`src/rtl/mlfq_pkg.sv`:
```
// Types, codes and reset constants of the multilevel feedback queue scheduler.
// No dependencies.
package mlfq_pkg;

   localparam int DEF_QUEUE_DEPTH = 16;

   localparam logic [15:0] TOTAL_MEMORY_RESET = 16'd512;
   localparam logic [3:0]  TOTAL_TAPES_RESET  = 4'd4;
   localparam logic [7:0]  QUANTUM_ONE_RESET  = 8'd5;
   localparam logic [7:0]  QUANTUM_TWO_RESET  = 8'd10;

   localparam int REQ_DATA_W = 48;
   localparam int RSP_DATA_W = 48;

   localparam logic CMD_ADMIT = 1'b0;
   localparam logic CMD_TICK  = 1'b1;

   localparam logic [2:0] EV_IDLE        = 3'd0;
   localparam logic [2:0] EV_RAN         = 3'd1;
   localparam logic [2:0] EV_DEMOTED     = 3'd2;
   localparam logic [2:0] EV_TERMINATED  = 3'd3;
   localparam logic [2:0] EV_ADMIT_RUNS  = 3'd4;
   localparam logic [2:0] EV_ADMIT_WAITS = 3'd5;
   localparam logic [2:0] EV_REJECTED    = 3'd6;

   localparam logic [1:0] CSR_TOTAL_MEMORY = 2'd0;
   localparam logic [1:0] CSR_TOTAL_TAPES  = 2'd1;
   localparam logic [1:0] CSR_QUANTUM_ONE  = 2'd2;
   localparam logic [1:0] CSR_QUANTUM_TWO  = 2'd3;

   typedef struct packed {
      logic [15:0] time_left;
      logic [3:0]  tapes;
      logic [15:0] memory;
      logic [7:0]  job_id;
   } entry_type;

   localparam int ENTRY_W = $bits(entry_type);

   typedef struct packed {
      logic push;
      logic pop;
      logic wr_front;
   } queue_ctl_type;

endpackage

```
`src/rtl/mlfq_ram.sv`:
```
// Generic single write port RAM with registered read.
// No dependencies.
module mlfq_ram #(
   parameter int WIDTH = 8,
   parameter int DEPTH = 16
) (
   input  logic                     clock,
   input  logic                     we,
   input  logic [$clog2(DEPTH)-1:0] waddr,
   input  logic [WIDTH-1:0]         wdata,
   input  logic [$clog2(DEPTH)-1:0] raddr,
   output logic [WIDTH-1:0]         rdata
);

   logic [WIDTH-1:0] mem [DEPTH];
   logic [WIDTH-1:0] rdata_ff;

   always_ff @(posedge clock) begin
      if (we) begin
         mem[waddr] <= wdata;
      end
      rdata_ff <= mem[raddr];
   end

   assign rdata = rdata_ff;

endmodule

```
`src/rtl/mlfq_queue.sv`:
```
// One level queue: head pointer, count, entry RAM and front bypass.
// Depends on mlfq_pkg and mlfq_ram.
module mlfq_queue import mlfq_pkg::*; #(
   parameter int QUEUE_DEPTH = DEF_QUEUE_DEPTH
) (
   input  logic                             clock,
   input  logic                             reset,
   input  queue_ctl_type                    ctl,
   input  entry_type                        push_data,
   input  entry_type                        upd_data,
   output logic [$clog2(QUEUE_DEPTH+1)-1:0] count,
   output entry_type                        front
);

   localparam int AW = $clog2(QUEUE_DEPTH);
   localparam int CW = $clog2(QUEUE_DEPTH + 1);
   localparam int SW = CW + 1;

   logic [AW-1:0]  head_ff, head_in;
   logic [CW-1:0]  count_ff, count_in;
   logic           byp_ff, byp_in;
   entry_type      byp_data_ff;
   logic [SW-1:0]  tail_sum;
   logic [AW-1:0]  tail;
   logic           we;
   logic [AW-1:0]  waddr;
   entry_type      wdata;
   logic [ENTRY_W-1:0] rdata;

   always_comb begin
      tail_sum = SW'(head_ff) + SW'(count_ff);
      if (tail_sum >= SW'(QUEUE_DEPTH)) begin
         tail = AW'(tail_sum - SW'(QUEUE_DEPTH));
      end else begin
         tail = AW'(tail_sum);
      end
      we    = ctl.push | ctl.wr_front;
      waddr = ctl.push ? tail : head_ff;
      wdata = ctl.push ? push_data : upd_data;
      head_in = head_ff;
      if (ctl.pop) begin
         head_in = (head_ff == AW'(QUEUE_DEPTH - 1)) ? '0 : head_ff + AW'(1);
      end
      count_in = count_ff + CW'(ctl.push) - CW'(ctl.pop);
      byp_in   = we && (waddr == head_in);
   end

   always_ff @(posedge clock) begin
      if (reset) begin
         head_ff  <= '0;
         count_ff <= '0;
         byp_ff   <= 1'b0;
      end else begin
         head_ff  <= head_in;
         count_ff <= count_in;
         byp_ff   <= byp_in;
      end
      byp_data_ff <= wdata;
   end

   mlfq_ram #(
      .WIDTH (ENTRY_W),
      .DEPTH (QUEUE_DEPTH)
   ) u_ram (
      .clock (clock),
      .we    (we),
      .waddr (waddr),
      .wdata (wdata),
      .raddr (head_in),
      .rdata (rdata)
   );

   assign count = count_ff;
   assign front = byp_ff ? byp_data_ff : entry_type'(rdata);

endmodule

```
`src/rtl/multilevel_feedback_queue_scheduler_top.sv`:
```
// Top level of the three-level feedback queue scheduler.
// Depends on mlfq_pkg and mlfq_queue.
//
//   channel  direction  payload
//   req      in         tuser: cmd; tdata: job_id, memory_needed, tapes_needed, run_time
//   rsp      out        tuser: event_res; tdata: job_id_out, level, time_left,
//                       memory_free, tapes_free
//   csr      in         csr_index, csr_wdata; always ready
//
// One command per cycle unless rsp stalls; a req is held in the input register, then sets rsp_tvalid.
// The queue RAMs are read at the next head in the cycle before, with a bypass for
// a write to that entry, so the front entry is ready for the following command.
// Synchronous reset empties all queues and loads the register reset values.
// A stalled rsp holds its result; the input register takes one more item.
module multilevel_feedback_queue_scheduler_top import mlfq_pkg::*; #(
   parameter int QUEUE_DEPTH = DEF_QUEUE_DEPTH
) (
   input  logic                  clock,
   input  logic                  reset,
   input  logic                  req_tvalid,
   output logic                  req_tready,
   input  logic [REQ_DATA_W-1:0] req_tdata,  // job_id, memory_needed, tapes_needed, run_time
   input  logic [0:0]            req_tuser,  // cmd
   output logic                  rsp_tvalid,
   input  logic                  rsp_tready,
   output logic [RSP_DATA_W-1:0] rsp_tdata,  // job_id_out, level, time_left, memory_free,
                                             // tapes_free
   output logic [2:0]            rsp_tuser,  // event_res
   input  logic                  csr_valid,
   output logic                  csr_ready,
   input  logic [1:0]            csr_index,
   input  logic [15:0]           csr_wdata
);

   localparam int CW = $clog2(QUEUE_DEPTH + 1);

   logic        s1_valid_ff;
   logic        s1_cmd_ff;
   entry_type   s1_entry_ff;
   logic        advance;

   logic [15:0] total_memory_ff;
   logic [3:0]  total_tapes_ff;
   logic [7:0]  quantum_one_ff;
   logic [7:0]  quantum_two_ff;

   logic [CW-1:0] job_count_ff, job_count_in;
   logic [15:0]   mem_used_ff, mem_used_in;
   logic [3:0]    tapes_used_ff, tapes_used_in;
   logic [7:0]    qleft_one_ff, qleft_one_in;
   logic [7:0]    qleft_two_ff, qleft_two_in;

   queue_ctl_type q_ctl [3];
   logic [CW-1:0] q_count [3];
   entry_type     q_front [3];
   entry_type     push_entry;
   entry_type     upd_entry;

   logic          rsp_valid_ff;
   logic [2:0]    ev_ff, ev_in;
   logic [7:0]    id_ff, id_in;
   logic [1:0]    lvl_ff, lvl_in;
   logic [15:0]   tleft_ff, tleft_in;
   logic [15:0]   mem_free_ff, mem_free_in;
   logic [3:0]    tapes_free_ff, tapes_free_in;

   logic [1:0]    sel;
   logic          any_job;
   entry_type     cur;
   logic [7:0]    qcur;
   logic [7:0]    qreload;
   logic          over_mem;
   logic          over_tapes;

   assign advance    = s1_valid_ff && (!rsp_valid_ff || rsp_tready);
   assign req_tready = !s1_valid_ff || advance;
   assign csr_ready  = 1'b1;

   always_ff @(posedge clock) begin
      if (reset) begin
         s1_valid_ff <= 1'b0;
      end else if (req_tready) begin
         s1_valid_ff <= req_tvalid;
      end
      if (req_tready) begin
         s1_cmd_ff   <= req_tuser[0];
         s1_entry_ff <= entry_type'(req_tdata[ENTRY_W-1:0]);
      end
   end

   always_ff @(posedge clock) begin
      if (reset) begin
         total_memory_ff <= TOTAL_MEMORY_RESET;
         total_tapes_ff  <= TOTAL_TAPES_RESET;
         quantum_one_ff  <= QUANTUM_ONE_RESET;
         quantum_two_ff  <= QUANTUM_TWO_RESET;
      end else if (csr_valid) begin
         unique case (csr_index)
            CSR_TOTAL_MEMORY: total_memory_ff <= csr_wdata;
            CSR_TOTAL_TAPES:  total_tapes_ff  <= csr_wdata[3:0];
            CSR_QUANTUM_ONE:  quantum_one_ff  <= csr_wdata[7:0];
            CSR_QUANTUM_TWO:  quantum_two_ff  <= csr_wdata[7:0];
            default: ;
         endcase
      end
   end

   for (genvar g = 0; g < 3; g++) begin : g_level
      mlfq_queue #(
         .QUEUE_DEPTH (QUEUE_DEPTH)
      ) u_queue (
         .clock     (clock),
         .reset     (reset),
         .ctl       (q_ctl[g]),
         .push_data (push_entry),
         .upd_data  (upd_entry),
         .count     (q_count[g]),
         .front     (q_front[g])
      );
   end

   always_comb begin
      any_job = 1'b1;
      priority if (q_count[0] != '0) begin
         sel = 2'd0;
      end else if (q_count[1] != '0) begin
         sel = 2'd1;
      end else if (q_count[2] != '0) begin
         sel = 2'd2;
      end else begin
         sel     = 2'd0;
         any_job = 1'b0;
      end
      cur     = q_front[sel];
      qcur    = (sel == 2'd0) ? qleft_one_ff : qleft_two_ff;
      qreload = (sel == 2'd0) ? quantum_one_ff : quantum_two_ff;

      over_mem   = ({1'b0, mem_used_ff} + {1'b0, s1_entry_ff.memory})
                   > {1'b0, total_memory_ff};
      over_tapes = ({1'b0, tapes_used_ff} + {1'b0, s1_entry_ff.tapes})
                   > {1'b0, total_tapes_ff};

      upd_entry           = cur;
      upd_entry.time_left = cur.time_left - 16'd1;
      push_entry          = cur;

      for (int i = 0; i < 3; i++) begin
         q_ctl[i] = '0;
      end
      job_count_in  = job_count_ff;
      mem_used_in   = mem_used_ff;
      tapes_used_in = tapes_used_ff;
      qleft_one_in  = qleft_one_ff;
      qleft_two_in  = qleft_two_ff;
      ev_in         = EV_IDLE;
      id_in         = '0;
      lvl_in        = '0;
      tleft_in      = '0;

      if (advance) begin
         if (s1_cmd_ff == CMD_ADMIT) begin
            id_in    = s1_entry_ff.job_id;
            tleft_in = s1_entry_ff.time_left;
            if (over_mem || over_tapes || (job_count_ff >= CW'(QUEUE_DEPTH))) begin
               ev_in = EV_REJECTED;
            end else begin
               push_entry       = s1_entry_ff;
               q_ctl[0].push    = 1'b1;
               job_count_in     = job_count_ff + CW'(1);
               mem_used_in      = mem_used_ff + s1_entry_ff.memory;
               tapes_used_in    = tapes_used_ff + s1_entry_ff.tapes;
               ev_in            = (q_count[0] == '0) ? EV_ADMIT_RUNS : EV_ADMIT_WAITS;
               lvl_in           = 2'd1;
            end
         end else if (any_job) begin
            id_in = cur.job_id;
            if (cur.time_left == '0) begin
               q_ctl[sel].pop = 1'b1;
               mem_used_in    = mem_used_ff - cur.memory;
               tapes_used_in  = tapes_used_ff - cur.tapes;
               job_count_in   = job_count_ff - CW'(1);
               if (sel == 2'd0) begin
                  qleft_one_in = qreload;
               end else if (sel == 2'd1) begin
                  qleft_two_in = qreload;
               end
               ev_in  = EV_TERMINATED;
               lvl_in = sel + 2'd1;
            end else if ((sel == 2'd2) || (qcur != '0)) begin
               q_ctl[sel].wr_front = 1'b1;
               if (sel == 2'd0) begin
                  qleft_one_in = qleft_one_ff - 8'd1;
               end else if (sel == 2'd1) begin
                  qleft_two_in = qleft_two_ff - 8'd1;
               end
               ev_in    = EV_RAN;
               lvl_in   = sel + 2'd1;
               tleft_in = upd_entry.time_left;
            end else begin
               q_ctl[sel].pop = 1'b1;
               if (sel == 2'd0) begin
                  q_ctl[1].push = 1'b1;
                  qleft_one_in  = qreload;
               end else begin
                  q_ctl[2].push = 1'b1;
                  qleft_two_in  = qreload;
               end
               ev_in    = EV_DEMOTED;
               lvl_in   = sel + 2'd2;
               tleft_in = cur.time_left;
            end
         end
      end

      mem_free_in   = (mem_used_in > total_memory_ff) ? '0 : total_memory_ff - mem_used_in;
      tapes_free_in = (tapes_used_in > total_tapes_ff) ? '0 : total_tapes_ff - tapes_used_in;
   end

   always_ff @(posedge clock) begin
      if (reset) begin
         job_count_ff  <= '0;
         mem_used_ff   <= '0;
         tapes_used_ff <= '0;
         qleft_one_ff  <= QUANTUM_ONE_RESET;
         qleft_two_ff  <= QUANTUM_TWO_RESET;
         rsp_valid_ff  <= 1'b0;
      end else begin
         job_count_ff  <= job_count_in;
         mem_used_ff   <= mem_used_in;
         tapes_used_ff <= tapes_used_in;
         qleft_one_ff  <= qleft_one_in;
         qleft_two_ff  <= qleft_two_in;
         if (advance) begin
            rsp_valid_ff <= 1'b1;
         end else if (rsp_tready) begin
            rsp_valid_ff <= 1'b0;
         end
      end
      if (advance) begin
         ev_ff         <= ev_in;
         id_ff         <= id_in;
         lvl_ff        <= lvl_in;
         tleft_ff      <= tleft_in;
         mem_free_ff   <= mem_free_in;
         tapes_free_ff <= tapes_free_in;
      end
   end

   assign rsp_tvalid = rsp_valid_ff;
   assign rsp_tuser  = ev_ff;
   assign rsp_tdata  = {2'b00, tapes_free_ff, mem_free_ff, tleft_ff, lvl_ff, id_ff};

endmodule

```
`config.mk`:
```
export PLATFORM = sky130hd
export DESIGN_NAME = multilevel_feedback_queue_scheduler_top
export DESIGN_NICKNAME = d
export VERILOG_FILES = /design/src/rtl/mlfq_pkg.sv /design/src/rtl/mlfq_ram.sv /design/src/rtl/mlfq_queue.sv /design/src/rtl/multilevel_feedback_queue_scheduler_top.sv
export SDC_FILE = /design/constraint.sdc
export NUM_CORES = 2
export LEC_CHECK = 0
export BUFFER_PORTS_ARGS = -buffer_cell sky130_fd_sc_hd__clkbuf_2
export CAP_MARGIN = 20
export CORE_ASPECT_RATIO = 1.4
export CORE_MARGIN = 3
export CORE_UTILIZATION = 45
export CTS_CLUSTER_DIAMETER = 200
export CTS_CLUSTER_SIZE = 30
export DETAILED_ROUTE_END_ITERATION = 8
export PLACE_DENSITY_LB_ADDON = 0.3
export SYNTH_ARGS = -nofsm -noshare
export SYNTH_HDL_FRONTEND = slang
export SYNTH_HIERARCHICAL = 1
export SYNTH_SLANG_ARGS = --single-unit
```
`constraint.sdc`:
```
create_clock -name clock -period 12.1 [get_ports clock]
set_input_delay 0.605 -clock clock [delete_from_list [all_inputs] [get_ports clock]]
set_output_delay 0.605 -clock clock [all_outputs]
set_load 0.02 [all_outputs]
```
==> results.txt <==
RePlAce Congestion: 0.884
Switching share of total power: 20.5%
Fill cells: 18600
GRT Util Overall: 22.3%
DP Area: 0.106 mm²
Net Sw Power: 0.00294 W
Fin Clk Skew: 0.0557 ns
GRT overflow: 0
Total die area: 0.233 mm²
Worst Path Buf+Inv: 3
Most common cell after layout, fill and taps aside: edfxtp_1
Clock power share: 28.8%
Buffers on Ports: 118
CTS buffer count: 95
Clk buf depth: 3
Reg2Reg Capture Point: g_level[0].u_queue/u_ram/mem[13][38]$_DFFE_PP_
DRT Wirelength: 262000 µm
Final TNS setup: 0 ns
Initial antenna violation count: 19
Residual DRC: 0
Outcome: completed
Via density per instance: 5.98
Pwr per Cell Area: 131 mW/mm²
RSZ-0062 raised after global routing: false
Initial core utilization: 45.3%
Final Hold Fails: 0
Relative slew slack: 24.2%
TritonCTS clock tree: built
DR iter-0 viols: 6007
First-pass GRT wire length: 377000 µm
Vias in the first global route: 52900
Sequential cell area: 0.0737 mm²
Core area: 0.225 mm²
Clock slew at reported path FFs: 0.13 ns
Post-CTS Resized: 0
Row count: 206
Layout area overhead: 7.27%
Crit end category: flip-flop
Most used cell, CP: a21o_1
Combinational share of power: 3.4%
R2R Setup Slk: 3.17 ns
Cts hold-fix bufs: 37
Htree depth: 3
Worst skew pair latency: 0.79 ns
Internal Power: 0.0114 W
Worst Tran Pin Value: 1.13 ns
Max Fclk: 112 MHz
Final instance area: 0.110 mm²
Dpl cells: 8572
Number of enable flip-flop cells after synthesis: 2206
Die extent in x: 409 µm
Number of buffers added for setup after CTS: 0
Hold endpoint: total_memory_ff[10]$_SDFFE_PP0P_
Setup CP Type: flip-flop to flip-flop
CP max FO: 56
Netlist Area Pre-Place: 0.102 mm²
Async set or reset register ratio after synthesis: 0%
Peak supply drop: 0.139 mV
Drt pass-1 iters: 5
Top_reg_cell synth: edfxtp_1
Fin crit share: 73.8%
Dpl hpwl: 160000 µm
Register-to-Register Path Depth: 28
Hold Crit Depth: 3
Slowest CP cell: nor2_4
Drt wl/cell: 29.8 µm
CP delay by family, top: simple AND/OR/NAND/NOR gates
Hold Crit Class: input pin to flip-flop
Flop pwr share: 67.8%
Final setup violation count: 0
Finished Layout Cells: 8795
Leak: 34.3 nW
Final net count: 5883
Vias: 52600
YS warnings: 6
Synthesized area per cell: 18.2 µm²
Startpoint Class: flip-flop
Synth unique cells: 92
Final slew viol count: 0
Commonest cells after routing, fill and taps aside: edfxtp_1, mux4_2, nand2_1, dfxtp_1, mux2_2
Req. time, crit path: 12.50 ns
Die height: 570 µm
Max incr delay on CP: 0.95 ns
Post-synthesis cell count: 5615
CP arrival: 9.32 ns
Register area share after synthesis: 72.2%
Max Cap Viol: 0
Footprint of the multi-input gates: 0.0269 mm²
Crit path time final: 8.93 ns
Critical R2R Launch: s1_entry_ff[9]$_DFFE_PP_
Antenna-violating nets left: 0
Share of layout cells above drive strength 1: 21.7%
Clk root buf: clkbuf_16
Ports: 126
HP Start: csr_wdata[10]
Yosys reg bits: 2579
Largest net degree at the start of global routing: 110
Sinks on Clock Net: 2579
[synth_stat cells (26+ instances only)]
library cell / n / area share, %
nand2_1: 425 / 1.6
dfxtp_1: 373 / 7.3
nor3_1: 48 / 0.24
a21o_1: 26 / 0.19
xnor2_1: 43 / 0.37
a21oi_1: 144 / 0.71
ha_1: 108 / 1.3
xor2_1: 29 / 0.25
inv_1: 125 / 0.46
nand3_1: 66 / 0.32
buf_2: 58 / 0.28
nor2_1: 154 / 0.57
mux4_2: 528 / 12
a22oi_1: 274 / 2.0
mux2_2: 276 / 3.0
clkbuf_1: 150 / 0.55
nor2b_1: 36 / 0.22
o21ai_0: 125 / 0.61
edfxtp_1: 2206 / 65
buf_6: 29 / 0.32
buf_4: 28 / 0.21
[state kept, by name, indices dropped and copies added, names as in the netlist, 12 cells and up]
signal                       cells
g_level.u_queue/byp_data_ff    132
g_level.u_queue/count           15
g_level.u_queue/head_ff         12
g_level.u_queue/u_ram/mem     2112
g_level.u_queue/u_ram/rdata    132
mem_free_ff                     16
mem_used_ff                     16
s1_entry_ff                     44
tleft_ff                        16
total_memory_ff                 16
[stage by stage]
stage | utilization [%] | worst slack (ns) | total power, W | hold slack, ns
detailed placement | 47.2 | 3.32 | 0.0104 | 0.467
finish | 48.6 | 3.17 | 0.0143 | 0.0479
global route | 48.6 | 2.63 | 0.0147 | 0.0200
CTS | 48.6 | 3.23 | 0.0144 | 0.000519
global placement | 47.2 | 3.24 | 0.0103 | 0.453
floorplan | - | 2.21 | 0.0101 | 0.436
[cells by family after synthesis]
group / Yosys count / synth area share [%]
flops: 2579 / 72.2
simple gates: 882 / 4.03
mux: 818 / 14.8
compound gates: 725 / 4.81
buf+inv: 415 / 1.91
fa+ha+maj: 122 / 1.59
xor+xnor: 72 / 0.618
other cells: 2 / 0.00736
[power by group through the flow]
stage,combinational (W),clock [W],sequential [W]
after global routing,0.000515,0.00449,0.00970
after CTS,0.000476,0.00422,0.00969
after global placement,0.000454,0,0.00989
after detailed placement,0.000464,0,0.00989
after floorplan,0.000267,0,0.00988
final,0.000480,0.00412,0.00969
[layout make-up]
type | count | share of cell area (%)
Sequential cell | 2579 | 67.3
Multi-Input combinational cell | 2622 | 24.6
Tap cell | 3016 | 3.45
Clock buffer | 176 | 2.51
Timing Repair Buffer | 266 | 1.70
Inverter | 126 | 0.449
Clock inverter | 3 | 0.0308
Antenna cell | 7 | 0.0160
[per-layer routing]
metal  part of all wire, %  GRT usage, %  vias up  wire, µm
met4                   4.3          8.60        6     11200
met1                    39          29.5    27900    103000
met3                   6.7          2.77      333     17700
li1                      -             -    22400         -
met5                 0.011             0        -        29
met2                    50          37.9     1951    131000
[worst reg2reg max path, delay by kind of cell, from the launching register on]
family / cells / cell delay [ns]
AOI/OAI and AO/OA: 11 / 2.56
and+or+nand+nor: 11 / 3.38
adders and majority gates: 2 / 0.68
DFF: 1 / 0.46
xor gates and xnor gates: 1 / 0.15
buffers and inverters: 3 / 1.32
[how the worst max path moves through the flow]
stage	start	to	slack, ns	depth (start not counted)
floorplan	s1_entry_ff[9]$_DFFE_PP_	g_level[0].u_queue/u_ram/mem[0][0]$_DFFE_PP_	2.21	29
global placement	s1_entry_ff[9]$_DFFE_PP_	g_level[0].u_queue/u_ram/mem[1][31]$_DFFE_PP_	3.24	29
detailed placement	s1_entry_ff[9]$_DFFE_PP_	g_level[0].u_queue/u_ram/mem[13][3]$_DFFE_PP_	3.32	28
CTS	s1_entry_ff[9]$_DFFE_PP_	g_level[0].u_queue/u_ram/mem[7][32]$_DFFE_PP_	3.23	27
global route	s1_entry_ff[9]$_DFFE_PP_	g_level[0].u_queue/u_ram/mem[7][32]$_DFFE_PP_	2.63	27
finish	s1_entry_ff[9]$_DFFE_PP_	g_level[0].u_queue/u_ram/mem[13][38]$_DFFE_PP_	3.17	28
No activity file was read; power rests on OpenSTA's default activity.
